--- src/tppc_pkg.sv ---
// shared types and constants for the tcp port payload capture block
package tppc_pkg;

    localparam int unsigned MAX_CAPTURE_DEFAULT = 24576;

    localparam logic [15:0] CAPTURE_PORT_RESET = 16'd2000;
    localparam logic [15:0] ETHERTYPE_IPV4     = 16'h0800;
    localparam logic [7:0]  PROTOCOL_TCP       = 8'd6;

    // result kinds
    localparam logic [1:0] KIND_PAYLOAD = 2'd0;
    localparam logic [1:0] KIND_COMMIT  = 2'd1;
    localparam logic [1:0] KIND_DROP    = 2'd2;
    localparam logic [1:0] KIND_ABORT   = 2'd3;

    // configuration register indexes
    localparam logic [1:0] CFG_SOURCE_IP    = 2'd0;
    localparam logic [1:0] CFG_CAPTURE_PORT = 2'd1;
    localparam logic [1:0] CFG_SOURCE_TAG   = 2'd2;

    typedef struct packed {
        logic [7:0] data_byte;
        logic       end_of_frame;
        logic       sink_full;
    } frame_item_t;

    typedef struct packed {
        logic [1:0]  result_kind;
        logic [7:0]  payload_byte;
        logic [63:0] sequence_number;
        logic [14:0] payload_length;
        logic [7:0]  tag_out;
        logic [63:0] drop_total;
        logic        last_of_run;
    } result_item_t;

    typedef struct packed {
        logic [31:0] filter_source_ip;
        logic [15:0] capture_port;
        logic [7:0]  source_tag;
    } cfg_t;

    // results handed from the parser to the output queue in the same cycle
    typedef struct packed {
        logic first;
        logic second;
    } push_t;

endpackage

--- src/tcp_port_payload_capture.sv ---
// bytes are registered in the input stage and parsed when the queue has room; results then queue
// throughput: one frame byte per cycle while the queue has room; a frame-end byte may give two
// results, which a four-entry output queue absorbs while draining one result per unstalled cycle
// reset: rst_n low clears frame state, the drop counter and the queue at once, sets the sequence
// counter to all ones and loads the register reset values; no clearing pass is needed
module tcp_port_payload_capture #(
    parameter int unsigned MAX_CAPTURE = tppc_pkg::MAX_CAPTURE_DEFAULT
) (
    input  logic                   clk,
    input  logic                   rst_n,
    input  logic                   cfg_we,
    input  logic [1:0]             cfg_index,
    input  logic [31:0]            cfg_data,
    input  logic                   frame_valid,
    output logic                   frame_stall,
    input  tppc_pkg::frame_item_t  frame_item,
    output logic                   result_valid,
    input  logic                   result_stall,
    output tppc_pkg::result_item_t result_item
);

    tppc_pkg::cfg_t         cfg_reg;
    tppc_pkg::push_t        push;
    tppc_pkg::result_item_t first_item;
    tppc_pkg::result_item_t second_item;
    logic                   room;

    always_ff @(posedge clk or negedge rst_n)
    begin
        if (!rst_n)
        begin
            cfg_reg.filter_source_ip <= 32'd0;
            cfg_reg.capture_port     <= tppc_pkg::CAPTURE_PORT_RESET;
            cfg_reg.source_tag       <= 8'd0;
        end
        else if (cfg_we)
        begin
            case (cfg_index)
                tppc_pkg::CFG_SOURCE_IP:    cfg_reg.filter_source_ip <= cfg_data;
                tppc_pkg::CFG_CAPTURE_PORT: cfg_reg.capture_port     <= cfg_data[15:0];
                tppc_pkg::CFG_SOURCE_TAG:   cfg_reg.source_tag       <= cfg_data[7:0];
                default:
                begin
                end
            endcase
        end
    end

    tppc_parser #(
        .MAX_CAPTURE (MAX_CAPTURE)
    ) u_parser (
        .clk         (clk),
        .rst_n       (rst_n),
        .cfg         (cfg_reg),
        .frame_valid (frame_valid),
        .frame_stall (frame_stall),
        .frame_item  (frame_item),
        .room        (room),
        .push        (push),
        .first_item  (first_item),
        .second_item (second_item)
    );

    tppc_result_fifo u_result_fifo (
        .clk          (clk),
        .rst_n        (rst_n),
        .push         (push),
        .first_item   (first_item),
        .second_item  (second_item),
        .room         (room),
        .result_valid (result_valid),
        .result_stall (result_stall),
        .result_item  (result_item)
    );

    // a pair of results always ends with the status, which closes the run
    assert property (@(posedge clk) disable iff (!rst_n)
        push.second |-> (!first_item.last_of_run && second_item.last_of_run))
        else $error("two-result transfer pair has wrong last_of_run marks");

    // a status result is always the final result of its byte
    assert property (@(posedge clk) disable iff (!rst_n)
        (result_valid && result_item.result_kind != tppc_pkg::KIND_PAYLOAD)
        |-> result_item.last_of_run)
        else $error("status result without last_of_run");

    // input only backs up when results are waiting
    assert property (@(posedge clk) disable iff (!rst_n)
        frame_stall |-> result_valid)
        else $error("input stalled with an empty result queue");

    // a dropped status counts one drop above the payload byte it is paired with
    assert property (@(posedge clk) disable iff (!rst_n)
        (push.second && second_item.result_kind == tppc_pkg::KIND_DROP)
        |-> second_item.drop_total == first_item.drop_total + 64'd1)
        else $error("drop count inconsistent");

endmodule

--- src/tppc_parser.sv ---
// input stage, header field capture, filter decision and result forming
module tppc_parser #(
    parameter int unsigned MAX_CAPTURE = tppc_pkg::MAX_CAPTURE_DEFAULT
) (
    input  logic                   clk,
    input  logic                   rst_n,
    input  tppc_pkg::cfg_t         cfg,
    input  logic                   frame_valid,
    output logic                   frame_stall,
    input  tppc_pkg::frame_item_t  frame_item,
    input  logic                   room,
    output tppc_pkg::push_t        push,
    output tppc_pkg::result_item_t first_item,
    output tppc_pkg::result_item_t second_item
);

    localparam logic [14:0] CAP_LIMIT = 15'(MAX_CAPTURE);

    localparam logic [7:0] POS_ETYPE_HI = 8'd12;
    localparam logic [7:0] POS_ETYPE_LO = 8'd13;
    localparam logic [7:0] POS_IHL      = 8'd14;
    localparam logic [7:0] POS_TLEN_HI  = 8'd16;
    localparam logic [7:0] POS_TLEN_LO  = 8'd17;
    localparam logic [7:0] POS_PROTO    = 8'd23;
    localparam logic [7:0] POS_SRC_LO   = 8'd26;
    localparam logic [7:0] POS_SRC_HI   = 8'd29;
    localparam logic [7:0] OFF_PORT_HI  = 8'd2;
    localparam logic [7:0] OFF_PORT_LO  = 8'd3;
    localparam logic [7:0] OFF_DOFF     = 8'd12;
    localparam logic [7:0] OFF_FLAGS    = 8'd13;
    localparam logic [3:0] MIN_WORDS    = 4'd5;

    typedef enum logic [1:0] {
        PH_HEADER,
        PH_PAYLOAD,
        PH_PASS
    } phase_t;

    logic                  stage_valid_reg, stage_valid_next;
    tppc_pkg::frame_item_t stage_item_reg;
    logic [7:0]            pos_reg, pos_next;
    logic [15:0]           ether_type_reg, ether_type_next;
    logic [3:0]            ihl_reg, ihl_next;
    logic [15:0]           total_len_reg, total_len_next;
    logic [7:0]            protocol_reg, protocol_next;
    logic [31:0]           src_addr_reg, src_addr_next;
    logic [15:0]           dst_port_reg, dst_port_next;
    logic [3:0]            tdw_reg, tdw_next;
    logic [2:0]            flags_reg, flags_next;
    phase_t                phase_reg, phase_next;
    logic [14:0]           cap_len_reg, cap_len_next;
    logic [14:0]           remaining_reg, remaining_next;
    logic [63:0]           seq_reg, seq_next;
    logic [63:0]           drop_reg, drop_next;

    logic        advance;
    logic        accept;
    logic [7:0]  d;
    logic [7:0]  tcp_base;
    logic [7:0]  off;
    logic [7:0]  hdr_last;
    logic [6:0]  hdr_bytes;
    logic [15:0] len_raw;
    logic [14:0] len_clamped;
    logic        len_ok;
    logic        match;
    logic        bad_len_field;
    logic        pay_emit;
    logic        stat_emit;
    logic [1:0]  stat_kind;

    tppc_pkg::result_item_t pay_item;
    tppc_pkg::result_item_t stat_item;

    assign advance     = stage_valid_reg && room;
    assign frame_stall = stage_valid_reg && !room;
    assign accept      = frame_valid && !frame_stall;
    assign d           = stage_item_reg.data_byte;

    // tcp header starts after ihl*4 bytes of ip header
    assign tcp_base  = 8'd14 + {2'b00, ihl_reg, 2'b00};
    assign off       = pos_reg - tcp_base;
    assign hdr_last  = {2'b00, tdw_reg, 2'b00} - 8'd1;
    assign hdr_bytes = {1'b0, ihl_reg, 2'b00} + {1'b0, tdw_reg, 2'b00};
    assign len_ok    = total_len_reg > {9'd0, hdr_bytes};
    assign len_raw   = total_len_reg - {9'd0, hdr_bytes};
    assign len_clamped = (len_raw > {1'b0, CAP_LIMIT}) ? CAP_LIMIT : len_raw[14:0];

    assign match = (ether_type_reg == tppc_pkg::ETHERTYPE_IPV4)
                && (protocol_reg == tppc_pkg::PROTOCOL_TCP)
                && (dst_port_reg == cfg.capture_port)
                && ((cfg.filter_source_ip == 32'd0) || (src_addr_reg == cfg.filter_source_ip))
                && (flags_reg == 3'd0)
                && len_ok;

    always_comb
    begin
        stage_valid_next = accept ? 1'b1 : (advance ? 1'b0 : stage_valid_reg);
        pos_next         = pos_reg;
        ether_type_next  = ether_type_reg;
        ihl_next         = ihl_reg;
        total_len_next   = total_len_reg;
        protocol_next    = protocol_reg;
        src_addr_next    = src_addr_reg;
        dst_port_next    = dst_port_reg;
        tdw_next         = tdw_reg;
        flags_next       = flags_reg;
        phase_next       = phase_reg;
        cap_len_next     = cap_len_reg;
        remaining_next   = remaining_reg;
        seq_next         = seq_reg;
        drop_next        = drop_reg;
        bad_len_field    = 1'b0;
        pay_emit         = 1'b0;
        stat_emit        = 1'b0;
        stat_kind        = tppc_pkg::KIND_COMMIT;

        if (advance)
        begin
            case (phase_reg)
                PH_HEADER:
                begin
                    if (pos_reg == POS_ETYPE_HI)
                        ether_type_next = {d, 8'h00};
                    else if (pos_reg == POS_ETYPE_LO)
                        ether_type_next = {ether_type_reg[15:8], d};
                    else if (pos_reg == POS_IHL)
                    begin
                        ihl_next = d[3:0];
                        if (d[3:0] < MIN_WORDS)
                        begin
                            phase_next    = PH_PASS;
                            bad_len_field = 1'b1;
                        end
                    end
                    else if (pos_reg == POS_TLEN_HI)
                        total_len_next = {d, 8'h00};
                    else if (pos_reg == POS_TLEN_LO)
                        total_len_next = {total_len_reg[15:8], d};
                    else if (pos_reg == POS_PROTO)
                        protocol_next = d;
                    else if (pos_reg >= POS_SRC_LO && pos_reg <= POS_SRC_HI)
                        src_addr_next = {src_addr_reg[23:0], d};

                    if (!bad_len_field && pos_reg >= POS_IHL && pos_reg >= tcp_base)
                    begin
                        if (off == OFF_PORT_HI)
                            dst_port_next = {d, 8'h00};
                        else if (off == OFF_PORT_LO)
                            dst_port_next = {dst_port_reg[15:8], d};
                        else if (off == OFF_DOFF)
                        begin
                            tdw_next = d[7:4];
                            if (d[7:4] < MIN_WORDS)
                            begin
                                phase_next    = PH_PASS;
                                bad_len_field = 1'b1;
                            end
                        end
                        else if (off == OFF_FLAGS)
                            flags_next = d[2:0];

                        // last tcp header byte: all fields are in, decide
                        if (!bad_len_field && off >= OFF_FLAGS && off == hdr_last)
                        begin
                            if (match)
                            begin
                                cap_len_next   = len_clamped;
                                remaining_next = len_clamped;
                                seq_next       = seq_reg + 64'd1;
                                phase_next     = PH_PAYLOAD;
                            end
                            else
                                phase_next = PH_PASS;
                        end
                    end

                    if (!bad_len_field)
                        pos_next = pos_reg + 8'd1;
                end
                PH_PAYLOAD:
                begin
                    if (remaining_reg != 15'd0)
                    begin
                        pay_emit       = 1'b1;
                        remaining_next = remaining_reg - 15'd1;
                    end
                end
                default:
                begin
                end
            endcase

            if (stage_item_reg.end_of_frame)
            begin
                if (phase_next == PH_PAYLOAD)
                begin
                    stat_emit = 1'b1;
                    if (remaining_next != 15'd0)
                        stat_kind = tppc_pkg::KIND_ABORT;
                    else if (stage_item_reg.sink_full)
                    begin
                        stat_kind = tppc_pkg::KIND_DROP;
                        drop_next = drop_reg + 64'd1;
                    end
                    else
                        stat_kind = tppc_pkg::KIND_COMMIT;
                end
                pos_next        = 8'd0;
                ether_type_next = 16'd0;
                ihl_next        = 4'd0;
                total_len_next  = 16'd0;
                protocol_next   = 8'd0;
                src_addr_next   = 32'd0;
                dst_port_next   = 16'd0;
                tdw_next        = 4'd0;
                flags_next      = 3'd0;
                phase_next      = PH_HEADER;
                cap_len_next    = 15'd0;
                remaining_next  = 15'd0;
            end
        end
    end

    always_comb
    begin
        pay_item.result_kind     = tppc_pkg::KIND_PAYLOAD;
        pay_item.payload_byte    = d;
        pay_item.sequence_number = seq_reg;
        pay_item.payload_length  = cap_len_reg;
        pay_item.tag_out         = 8'd0;
        pay_item.drop_total      = drop_reg;
        pay_item.last_of_run     = !stat_emit;

        // status sees the sequence and length set by a decision on this same byte
        stat_item.result_kind     = stat_kind;
        stat_item.payload_byte    = 8'd0;
        stat_item.sequence_number = seq_next;
        stat_item.payload_length  = (phase_reg == PH_HEADER) ? len_clamped : cap_len_reg;
        stat_item.tag_out         = cfg.source_tag;
        stat_item.drop_total      = drop_next;
        stat_item.last_of_run     = 1'b1;

        push.first  = pay_emit || stat_emit;
        push.second = pay_emit && stat_emit;
        first_item  = pay_emit ? pay_item : stat_item;
        second_item = stat_item;
    end

    always_ff @(posedge clk or negedge rst_n)
    begin
        if (!rst_n)
        begin
            stage_valid_reg <= 1'b0;
            pos_reg         <= 8'd0;
            ether_type_reg  <= 16'd0;
            ihl_reg         <= 4'd0;
            total_len_reg   <= 16'd0;
            protocol_reg    <= 8'd0;
            src_addr_reg    <= 32'd0;
            dst_port_reg    <= 16'd0;
            tdw_reg         <= 4'd0;
            flags_reg       <= 3'd0;
            phase_reg       <= PH_HEADER;
            cap_len_reg     <= 15'd0;
            remaining_reg   <= 15'd0;
            seq_reg         <= '1;
            drop_reg        <= 64'd0;
        end
        else
        begin
            stage_valid_reg <= stage_valid_next;
            pos_reg         <= pos_next;
            ether_type_reg  <= ether_type_next;
            ihl_reg         <= ihl_next;
            total_len_reg   <= total_len_next;
            protocol_reg    <= protocol_next;
            src_addr_reg    <= src_addr_next;
            dst_port_reg    <= dst_port_next;
            tdw_reg         <= tdw_next;
            flags_reg       <= flags_next;
            phase_reg       <= phase_next;
            cap_len_reg     <= cap_len_next;
            remaining_reg   <= remaining_next;
            seq_reg         <= seq_next;
            drop_reg        <= drop_next;
        end
    end

    always_ff @(posedge clk)
    begin
        if (accept)
            stage_item_reg <= frame_item;
    end

endmodule

--- src/tppc_result_fifo.sv ---
// four-entry result queue taking up to two results per cycle, giving one per cycle unless stalled
module tppc_result_fifo (
    input  logic                   clk,
    input  logic                   rst_n,
    input  tppc_pkg::push_t        push,
    input  tppc_pkg::result_item_t first_item,
    input  tppc_pkg::result_item_t second_item,
    output logic                   room,
    output logic                   result_valid,
    input  logic                   result_stall,
    output tppc_pkg::result_item_t result_item
);

    localparam int unsigned DEPTH = 4;
    localparam int unsigned PTR_W = $clog2(DEPTH);
    localparam int unsigned CNT_W = $clog2(DEPTH + 1);

    tppc_pkg::result_item_t mem [DEPTH];

    logic [PTR_W-1:0] wr_ptr_reg, wr_ptr_next;
    logic [PTR_W-1:0] rd_ptr_reg, rd_ptr_next;
    logic [CNT_W-1:0] count_reg, count_next;
    logic             pop;

    assign result_valid = count_reg != CNT_W'(0);
    assign result_item  = mem[rd_ptr_reg];
    assign pop          = result_valid && !result_stall;
    // room for a worst case of two results from the next byte
    assign room         = count_reg <= CNT_W'(DEPTH - 2);

    assign wr_ptr_next = wr_ptr_reg + PTR_W'(push.first) + PTR_W'(push.second);
    assign rd_ptr_next = rd_ptr_reg + PTR_W'(pop);
    assign count_next  = count_reg + CNT_W'(push.first) + CNT_W'(push.second)
                       - CNT_W'(pop);

    always_ff @(posedge clk or negedge rst_n)
    begin
        if (!rst_n)
        begin
            wr_ptr_reg <= '0;
            rd_ptr_reg <= '0;
            count_reg  <= '0;
        end
        else
        begin
            wr_ptr_reg <= wr_ptr_next;
            rd_ptr_reg <= rd_ptr_next;
            count_reg  <= count_next;
        end
    end

    always_ff @(posedge clk)
    begin
        if (push.first)
            mem[wr_ptr_reg] <= first_item;
        if (push.second)
            mem[wr_ptr_reg + PTR_W'(1)] <= second_item;
    end

endmodule
--- config.mk ---
export PLATFORM = sky130hd
export DESIGN_NAME = tcp_port_payload_capture
export DESIGN_NICKNAME = d
export VERILOG_FILES = /design/src/tppc_pkg.sv /design/src/tcp_port_payload_capture.sv /design/src/tppc_parser.sv /design/src/tppc_result_fifo.sv
export SDC_FILE = /design/constraint.sdc
export NUM_CORES = 2
export LEC_CHECK = 0
export BUFFER_PORTS_ARGS = -buffer_cell sky130_fd_sc_hd__buf_2
export CORE_MARGIN = 5
export CORE_UTILIZATION = 40
export DETAILED_ROUTE_END_ITERATION = 10
export PLACE_DENSITY = 0.57
export SYNTH_ARGS = -nofsm -noshare
export SYNTH_HDL_FRONTEND = slang
export SYNTH_SLANG_ARGS = --single-unit
export TNS_END_PERCENT = 30
--- constraint.sdc ---
create_clock -name clk -period 9.3 [get_ports clk]
set_input_delay 1.86 -clock clk [delete_from_list [all_inputs] [get_ports clk]]
set_output_delay 1.86 -clock clk [all_outputs]
set_load 0.005 [all_outputs]
* Word level (Yosys, flattened, before mapping)
Memories as Yosys holds them, arrays and structs flattened. Index checks and enable logic that the tools add are counted.
Operators by class: add/subtract/negate cells 16, order comparisons 10, equal/unequal tests 29, mux-type cells 126, reductions and logical operators 62
Operator list (number):
- $mux W64 | 10
- $mux W32 | 9
- $mux W16 | 13
- $mux W15 | 13
- $mux W162 | 1
- $add A64 B1 Y64 const B | 2
- $mux W8 | 14
- $mux W4 | 11
- $eq A8 B4 Y1 const B | 5
- $mux W2 | 19
- $eq A32 B32 Y1 | 1
- $logic_not A32 Y1 | 1
- $pmux W15 S2 | 1
- $reduce_bool A15 Y1 | 2
- $mux W1 | 28
- $reduce_bool A2 Y1 | 13
- $eq A8 B5 Y1 const B | 3
- $mux W3 | 7
- $ne A2 B1 Y1 const B | 10
- $reduce_and A6 Y1 | 3
- $eq A16 B12 Y1 const B | 1
- $eq A16 B16 Y1 | 1
- $eq A8 B2 Y1 const B | 2
- $ge A8 B4 Y1 const B | 2
- 35 further kinds | 71
Word-level totals: register bits 341, RAM bits 648, input port bits 49, output and inout port bits 164, logic and storage cells 271, memories 1
Memory list:
- u_result_fifo.mem | depth 4, width 162, read ports 1, clocked after memory_dff 0, write ports 2, line tppc_result_fifo.sv:18 | tppc_pkg::result_item_t mem [DEPTH];

* Depth between registers and ports, before layout
word-level depth 29, mapped depth 23, depth with buffers taken out 20

* Cells and area by module
From an unflattened synthesis, not the netlist that was laid out.
Unflattened totals: cell total of the unflattened synthesis 3643, area total of the unflattened synthesis 52228.8 um2
Modules (own cells, without submodules):
- tppc_result_fifo | instances 1, cells an instance 1602, area an instance 32065.8 um2, seq. area each 19633.8 um2
- tppc_parser | instances 1, cells an instance 1922, area an instance 18064.8 um2, seq. area each 7086.8 um2
- tcp_port_payload_capture | instances 1, cells an instance 119, area an instance 2098.3 um2, seq. area each 1408.9 um2

* Least setup slack after synthesis
Ideal clock, no wire load.
kind reg-to-reg, from register u_parser.ihl_reg[0], to memory u_result_fifo.mem[0][100] (netlist name), enable pin, library setup time 0.505 ns, arrival 7.631 ns, required time 8.795 ns, path slack 1.165 ns, cell stages (with the launch flop) 21, path buffers 3, period minus slack after synthesis 8.135 ns, path through dfrtp_1 -> ha_1 -> fa_1 -> a21o_1 -> a21oi_1 -> ha_1 -> buf_2 -> o21ai_0 -> o21bai_1 -> a2111oi_4 -> nand4b_2 -> nor4b_4 -> a21oi_2 -> nor3_2 -> inv_1 -> nor2_1 -> nand3_1 -> a21boi_1 -> clkbuf_1 -> clkbuf_1 -> inv_1
RTL lines:
- start: declaration | line tppc_parser.sv:43 | logic [3:0] ihl_reg, ihl_next;
- start signal: assignment | line tppc_parser.sv:275 | ihl_reg <= ihl_next;
- end: declaration | line tppc_result_fifo.sv:18

==> flow_summary.yaml <==
status:
  status: "finished clean"
clock_tree:
  cts_tree: "yes"
  clock_latency_ns: 0.69
  clkTransAtPathRegs_ns: 0.06
  cts_hold_buffers: 0
  cts_inserted_buffers: 106
  htree_levels: 3
  cts.sinks: 989
  clock-root-buffer: "clkbuf_16"
  cts_resized: 0
  cts_post_setup_buffers_inserted: 0
  clk_path_buf_depth: 3
yosys:
  synth.most_common_cell: "edfxtp_1"
  synth_cell_types: 99
  ys_async_sr_fraction_pct: 33.5
  synth_top_area_share_pct: 38.5
  synth.cell_area_um2: 48500
  ys_seq_elements: 989
  ys_warn_count: 0
  ys_seq_area_share_pct: 57.2
  synth_top_area_cell: "edfxtp_1"
  synth.top_cells.by_count: "622 x edfxtp_1, 502 x nor2_1, 407 x nand2_1"
  yosys-top-cells-area: "edfxtp_1 38%, dfrtp_1 13%, mux4_2 7.5%"
  synthFlopType: "edfxtp_1"
  synth_edf_count: 622
  synth.avg_cell_area_um2: 11.6
  syn-num-nets: 4254
  netlist_instances: 4171
timing:
  hold_viol: 0
  setup_violations: 0
  fin_skew_ns: 0.0323
  fmax_ghz: 0.133
  timing.final.crit_share_pct: 81.0
  rsz0062_at_grt: "false"
  slew_violations: 0
  slew_headroom_pct: 20.9
  tightestPinTransition_ns: 1.18
  min_period_ns: 7.53
  fin_tns_setup_ns: 0
critical_path:
  required_ns: 9.66
  slowest_delay_ns: 0.70
  cp_max_fo: 85
  crit_type: "reg -> reg"
  cp-end-kind: "flip-flop"
  crit_top_cell: "nor2_1"
  critPathTopFamily: "simple AND/OR/NAND/NOR gates"
  cp_cell_sequence: "ha_1, fa_1, a21o_1, a21oi_1, ha_1, o21ai_0, o21bai_1, a2111oi_4, nand4b_2, nor4b_4, a21oi_2, nor3_2, inv_1, nor2_1, nor2_1, nor2_1, nand2_4, inv_8, buf_4"
  crit_path_start_kind: "flip-flop"
  path_buf_inv: 3
  worst-path-stages: 19
  slowest_stage: "inv_8"
  arrival_ns: 7.89
  rr_worst_depth: 19
detailed_routing:
  drt-total-wl_um: 140000
  remaining_drc_errors: 0
  ant_nets: 0
  routedWlPerCell_um: 23.6
  drt_iter0_drc: 3241
  vias: 34100
  firstDrtPassIters: 6
  via_per_inst: 5.74
floorplanning:
  die_area_um2: 128000
  core_um2: 120000
  rows: 127
  die_y_um: 358
  io_pins: 213
  dieWidth_um: 358
  initial_core_util_pct: 40.4
power_and_ir_drop:
  power_density_nw_per_um2: 207
  p_sw_mw: 3.22
  p_leak_nw: 17.5
  vdd_drop_max_v: 0.000271
  switching_share_pct: 28.4
  p_int_mw: 8.12
  p_total_mw: 11.3
  power_frac_clock_pct: 38.3
  power_frac_seq_pct: 45.6
  p_comb_share_pct: 16.0
placement:
  gp_congestion: 0.868
  numPortBuffers: 212
  hpwl_um: 85700
final_layout:
  layout-area-overhead-vs-synth_pct: 12.8
  nets: 4320
  drive_gt1_share_pct: 19.5
  largest_reg_flops: 648
  fin_util_pct: 45.5
grt:
  track_usage_pct: 21.5
  grt_pass1_wl_um: 213000
  grt_max_degree: 146
  antenna_found_initial: 5
  grt_pass1_vias: 33900
  overflow: 0
worst_hold_path:
  min_path_cells: 1
  hold_class: "reg -> reg"
job:
  drv_cap: 0
==> layer usage <==
layer / part of all wire (%) / track usage [%] / up-vias
met4: 2.5 / 5.48 / 0
met2: 47 / 34.9 / 1283
li1: - / - / 15600
met5: 0 / 0 / -
met1: 43 / 30.0 / 17000
met3: 7.8 / 4.22 / 231
==> per-stage QoR <==
step                      hold WS [ns]  cell area (um2)  setup WS (ns)  std cells
final                            0.472            54800           1.77       5945
after global routing             0.479            54700           1.32       5942
after CTS                        0.470            54700           1.78       5942
after detailed placement         0.454            51100           1.86       5741
after global placement           0.452            51100           2.00       5741
after floorplan                  0.436            48500           1.16       4171
==> layout by cell type, fill, tap and decap left out, drive strengths merged, types with 132 or more instances in the layout <==
| cell | instances |
|---|---|
| nor2 | 502 |
| xnor2 | 153 |
| dfrtp | 261 |
| buf | 267 |
| clkbuf | 155 |
| mux4 | 162 |
| a31oi | 188 |
| a21oi | 220 |
| inv | 132 |
| edfxtp | 622 |
| o21ai | 147 |
| nand2 | 407 |
==> final timing paths <==
path                                      startpoint                         to  slack [ns]
setup / recovery                 u_parser.ihl_reg[0]   u_result_fifo.mem[1][43]        1.77
hold / removal             u_result_fifo.mem[3][157]  u_result_fifo.mem[3][157]        0.47
setup reg to reg                 u_parser.ihl_reg[0]   u_result_fifo.mem[1][43]        1.77
hold reg to reg            u_result_fifo.mem[3][157]  u_result_fifo.mem[3][157]        0.47
max in group asynchronous                      rst_n                cfg_reg[39]        6.78
min in group asynchronous                      rst_n  u_parser.total_len_reg[9]        1.20
==> power by group through the flow <==
stage          clock network (mW)  registers, mW  logic (mW)
2_1_floorplan                   0           5.06        1.41
3_3_place_gp                    0           5.26        1.84
3_5_place_dp                    0           5.26        1.84
4_1_cts                      4.44           5.17        1.85
5_1_grt                      4.62           5.21        2.00
6_report                     4.35           5.17        1.82
==> area by class of cell <==
cell class              count  area (um2)
diodes                      3        7.51
clock buffers             155        3120
clock inverters            46         478
fillers                 11100       65500
inverters                 131         522
multi-input cells        2742       19200
flip-flops and latches    989       27800
well taps                1612        2020
repair buffers            267        1610
==> worst register-to-register path, cell delays in order, from the launching register on <==
cell and delay [ns]:
dfrtp_1 0.44, ha_1 0.24, fa_1 0.41, a21o_1 0.20, a21oi_1 0.16, ha_1 0.30, o21ai_0 0.16, o21bai_1 0.50
a2111oi_4 0.18, nand4b_2 0.28, nor4b_4 0.56, a21oi_2 0.21, nor3_2 0.55, inv_1 0.48, nor2_1 0.53, nor2_1 0.08
nor2_1 0.33, nand2_4 0.36, inv_8 0.73, buf_4 0.49
==> kinds of logic after synthesis <==
| group | count (synthesis) | share of synthesized area, % |
|---|---|---|
| adders and majority gates | 34 | 0.969 |
| xor gates and xnor gates | 208 | 3.78 |
| AOI/OAI and AO/OA | 803 | 10.7 |
| muxes | 254 | 9.63 |
| buffers and inverters | 440 | 3.50 |
| DFF | 989 | 57.2 |
| and+or+nand+nor | 1443 | 14.3 |
No activity file was read; power rests on OpenSTA's default activity.
